<file path="src/design/slt_pkg.sv">
// Shared types and constants for the station learning table.
// No dependencies; imported by slt_front, slt_back, the top unit and the testbench.
package slt_pkg;

	localparam int MAC_W  = 48;
	localparam int TIME_W = 32;
	localparam int RSSI_W = 8;

	// bit positions in the first octet of an address
	localparam int GROUP_BIT = 40;
	localparam int LOCAL_BIT = 41;

	localparam logic [RSSI_W-1:0] RSSI_FLOOR = 8'h80;

	localparam logic [1:0] REQ_PLAIN = 2'd0;
	localparam logic [1:0] REQ_PROBE = 2'd1;
	localparam logic [1:0] REQ_ASSOC = 2'd2;
	localparam logic [1:0] REQ_CLEAR = 2'd3;

	typedef enum logic [1:0] {
		K_FRAME,
		K_IGNORE,
		K_CLEAR
	} kind_t;

	typedef enum logic [1:0] {
		ST_IDLE,
		ST_SCAN,
		ST_FINISH
	} state_t;

	typedef struct packed {
		kind_t             kind;
		logic              probe;
		logic              assoc;
		logic [MAC_W-1:0]  mac;
		logic [RSSI_W-1:0] rssi;
		logic [TIME_W-1:0] now_ms;
	} item_t;

	typedef struct packed {
		logic  valid;
		item_t item;
	} qhead_t;

	// flags: bit 1 associated, bit 0 randomised
	typedef struct packed {
		logic [MAC_W-1:0]  mac;
		logic [TIME_W-1:0] last_seen;
		logic [31:0]       frames;
		logic [15:0]       probes;
		logic [RSSI_W-1:0] last_rssi;
		logic [RSSI_W-1:0] best_rssi;
		logic [1:0]        flags;
	} entry_t;

	typedef struct packed {
		logic              accepted;
		logic [4:0]        slot;
		logic              was_new;
		logic              evicted;
		logic [31:0]       frame_count;
		logic [15:0]       probe_count;
		logic [RSSI_W-1:0] last_rssi;
		logic [RSSI_W-1:0] best_rssi;
		logic              randomised;
		logic              associated;
		logic [5:0]        station_count;
		logic [31:0]       dropped_total;
	} res_t;

endpackage

</file>
<file path="src/design/slt_front.sv">
// Front end: accepts beats, classifies them and holds them in a two-entry queue.
// Depends on slt_pkg.
module slt_front (
	input  logic                        clk,
	input  logic                        arst_n,
	input  logic                        in_valid,
	output logic                        in_stall,
	input  logic [1:0]                  req_type,
	input  logic [slt_pkg::MAC_W-1:0]   mac,
	input  logic signed [7:0]           rssi,
	input  logic [slt_pkg::TIME_W-1:0]  now_ms,
	input  logic [slt_pkg::MAC_W-1:0]   bssid,
	output slt_pkg::qhead_t             head,
	input  logic                        pop
);
	import slt_pkg::*;

	item_t      slots_q [2];
	logic       wr_ptr_q, rd_ptr_q;
	logic [1:0] count_q;
	logic       push;
	item_t      cls;

	always_comb begin
		cls.kind = (req_type == REQ_CLEAR) ? K_CLEAR :
			(mac[GROUP_BIT] ? K_IGNORE : K_FRAME);
		cls.probe  = (req_type == REQ_PROBE);
		cls.assoc  = (req_type == REQ_ASSOC) && !bssid[GROUP_BIT];
		cls.mac    = mac;
		cls.rssi   = rssi;
		cls.now_ms = now_ms;
	end

	assign in_stall   = (count_q == 2'd2);
	assign push       = in_valid && !in_stall;
	assign head.valid = (count_q != 2'd0);
	assign head.item  = slots_q[rd_ptr_q];

	always_ff @(posedge clk) begin
		if (push) begin
			slots_q[wr_ptr_q] <= cls;
		end
	end

	always_ff @(posedge clk or negedge arst_n) begin
		if (!arst_n) begin
			wr_ptr_q <= 1'b0;
			rd_ptr_q <= 1'b0;
			count_q  <= 2'd0;
		end else begin
			if (push) begin
				wr_ptr_q <= !wr_ptr_q;
			end
			if (pop) begin
				rd_ptr_q <= !rd_ptr_q;
			end
			count_q <= count_q + 2'(push) - 2'(pop);
		end
	end
endmodule

</file>
<file path="config.mk">
export PLATFORM = sky130hd
export DESIGN_NAME = slt_front
export DESIGN_NICKNAME = d
export VERILOG_FILES = /design/src/design/slt_pkg.sv /design/src/design/slt_front.sv
export SDC_FILE = /design/constraint.sdc
export NUM_CORES = 1
export LEC_CHECK = 0
export ABC_AREA = 1
export ABC_CLOCK_PERIOD_IN_PS = 6600
export BUFFER_PORTS_ARGS = -buffer_cell sky130_fd_sc_hd__clkbuf_2
export CORE_MARGIN = 4
export CORE_UTILIZATION = 50
export CTS_CLUSTER_DIAMETER = 150
export DETAILED_ROUTE_END_ITERATION = 7
export HOLD_SLACK_MARGIN = 0.15
export PLACE_DENSITY = 0.79
export SLEW_MARGIN = 25
export SYNTH_ARGS = -nofsm -noshare
export SYNTH_HDL_FRONTEND = slang
export SYNTH_SLANG_ARGS = --single-unit
</file>
<file path="constraint.sdc">
create_clock -name clk -period 6.6 [get_ports clk]
set_input_delay 0.33 -clock clk [delete_from_list [all_inputs] [get_ports clk]]
set_output_delay 0.33 -clock clk [all_outputs]
set_load 0.03 [all_outputs]
</file>
==> impl_results.md <==
* DP Worst Slack at 4040 ps
* H-tree lvl count at 4
* Synth top cells by count: edfxtp_1 (184), nand2_1 (104), inv_1 (103)
* Die Height at 126.7 µm
* Top-area cell type share of the netlist area at 0.7841
* Required time of the worst setup path at 6270 ps
* FP Rows at 43
* CTS Buffer Depth at 2
* Worst VDD drop at roughly 0.00030 V
* Asr flop ratio synth at 0.02128
* Sw frac at 0.4013
* Slew at the pin closest to its max-slew limit at roughly 860 ps
* Pin count of the biggest net entering global routing at 105
* Post-route ant nets at 0
* Post-synthesis sequential area ratio at 0.7983
* DR pass1 iterations at 5
* Psw at 1.725 mW
* Via count at 4,681
* CTS tree: yes
* Power Dens Cells at about 450 mW/mm²
* Cell-internal power at 2.573 mW
* R2R Setup Slk at approximately 4400 ps
* Clock Latency Late Sink at 410 ps
* Starting density of the core at 0.5096
* Hold Path Cell Cnt at 2
* Yosys warnings at 0
* Clock power frac at 0.227
* Final Hold Fails at 0
* DR vias/cell at 4.724
* Status: completed
* Cts repair resizes at 0
* Total GRT Usage at 0.1869
* Most used DFF post-synth: edfxtp_1
* Max-cap violations at 0
* Core area at between 0.01 and 0.015 mm²
* Drt wl/cell at around 15 µm
* R2R Path End: slots_q[0][31]$_DFFE_PP_
* Nets at 941
* Leak pwr at 4.165 nW
* Vias in the first global route at 4,914
* Unrepaired setup endpoints after global routing: no
* Clock skew at 6.776 ps
* Worst EP arrival at 2730 ps
* Slack of the critical path at 3543 ps
* Fraction of layout cells with a size suffix above 1 at 0.2790
* Post-DP HPWL at 8729 µm
* Final Util at 0.6947
* CTS sink cnt at 188
* Final Setup Violations at 0
* DR iter-0 viols at 273
* Slew headroom at 0.4240
* Syn Area/Cell at 13.66 µm²
* Power Total at 4.298 mW
* Final cell count without fillers at 991
* Grt ovf at 0
* HP Class: primary input to register
* Synthesized instance count at 516
* Drt drc at 0
* Flop and latch count out of synthesis at 188
* CP max FO at 104
* First-pass GRT wire length at 23,270 µm
* CTS clk-pin slew, worst paths at ~60 ps
* Synth area leader: edfxtp_1
* Area of the multi-input gates at approximately 920 µm²
* Seq pwr share at 0.408
* CP Capture Type: output port
* Reg2Reg Depth at 4
* Ranking of synthesized cells by area: edfxtp_1 (78%), o21ai_0 (6.5%), nand2_1 (5.5%)
* Area Overhead vs Synth at 36.31%
* Syn Std Cell Area at 0.007047 mm²
* Hold Startpoint: bssid[40]
* Storage element area at between 0.005 and 0.006 mm²
* Comb pwr share at 0.364
* Hold Path Sink: slots_q[1][88]$_DFFE_PP_
* Minimum clock period at 3057 ps
* Fin crit share at 0.4631
* CTS buffer count at 17
* F_max at 327.2 MHz
* Root Buffer Master: clkbuf_16
* Post-synth cell types at 12
* Slew Viols, Final at 0
* Fillcell total at 921
* FF-to-FF Start: count_q[1]$_DFF_PN0_
* Io pins at 236
* Setup_tns at 0 ps
* Die width at between 100 and 150 µm
* Post-Syn Nets at 660
* Critical path class: register to output port
* EDFF count, synth at about 180
* Die area at 0.01606 mm²
* Initial antenna violation count at 0
* Count leader, synth: edfxtp_1
* Post-Place Cells at a little under 900
* Startpoint Class: register
* Drt total wl at roughly 15,000 µm
* GPL Wtd Cong at 0.8291
* Buffers on Ports at 188
[final cells by class]
| class | instances | share of cell area |
|---|---|---|
| Timing Repair Buffer | 282 | 0.1949 |
| Clock buffer | 18 | 0.04468 |
| Tap cell | 180 | 0.02345 |
| Clock inverter | 14 | 0.01472 |
| Antenna cell | 1 | 0.0002605 |
| Multi-Input combinational cell | 205 | 0.09548 |
| Sequential cell | 188 | 0.5860 |
| Inverter | 103 | 0.04051 |
[timing repair]
item | 4_1_cts | 5_1_grt
hold endpoints to repair | 181 | 0
setup buffers | 0 | 0
hold buffers | 90 | 0
endpoints found under the setup margin | 0 | 0
[how the worst max path moves through the flow]
| stage | startpoint | endpoint |
|---|---|---|
| after detailed placement | rd_ptr_q$_DFFE_PN0P_ | head[30] |
| final | rd_ptr_q$_DFFE_PN0P_ | head[33] |
| after floorplan | count_q[1]$_DFF_PN0_ | slots_q[1][0]$_DFFE_PP_ |
| after global placement | rd_ptr_q$_DFFE_PN0P_ | head[63] |
| after CTS | rd_ptr_q$_DFFE_PN0P_ | head[30] |
| after global routing | rd_ptr_q$_DFFE_PN0P_ | head[33] |
[routing by layer]
metal | vias up | GRT usage | share of wire
met3 | 32 | 0.05011 | 0.061
met4 | 0 | 0.07886 | 0.022
met1 | 2204 | 0.2008 | 0.37
li1 | 2295 | - | -
met5 | - | 0 | 0
met2 | 150 | 0.3453 | 0.55
[registers in the layout, indices dropped and copies added (netlist names)]
name and count:
slots_q 184, count_q 2, rd_ptr_q 1, wr_ptr_q 1
[kinds of logic (layout without fill, tap and decap cells)]
kind of cell	count (synthesis)	count (layout)	synth area share
buffers and inverters	123	417	0.07262
AO/OA/AOI/OAI	92	92	0.06534
flip-flops	188	188	0.7983
other	0	1	0
AND/OR/NAND/NOR	110	110	0.05895
adder cells (fa/ha/maj)	2	2	0.003551
XOR/XNOR	1	1	0.001243
[power by group through the flow]
stage	Clock [mW]	Sequential (mW)	Combinational, mW
2_1_floorplan	0	1.73	1.14
6_report	0.977	1.76	1.57
4_1_cts	0.996	1.75	1.58
3_5_place_dp	0	1.78	1.54
5_1_grt	1.06	1.78	1.70
3_3_place_gp	0	1.76	1.51
[stage by stage]
stage / area, µm² / hold slack, ps
final: 9605 / 219.5
after global routing: 9603 / 209.5
after CTS: 9603 / 194.5
after detailed placement: 8132 / 144.7
after global placement: 8132 / 137.9
after floorplan: 7047 / 34.41
[critical path: stages, from the launching register on]
cell and delay [ps]:
dfrtp_4 870, buf_4 760, nand2_1 150, o21ai_0 160, clkbuf_2 260
[layout by cell type (no fill, tap or decap)]
cell type and n:
ha_1 2, inv_6 4, xor2_1 1, dlygate4sd3_1 90
nand2_1 104, o21ai_0 92, clkbuf_1 1, inv_1 102
clkbuf_2 188, nand3_1 2, dfrtp_1 3, nor2_4 1
clkinv_2 6, clkbuf_16 17, nor2_1 3, bufinv_16 2
edfxtp_1 184, clkinvlp_4 1, buf_4 4, inv_4 1
clkinv_4 1, dfrtp_4 1, diode_2 1
Note: power is estimated with default switching activity, not from simulation.
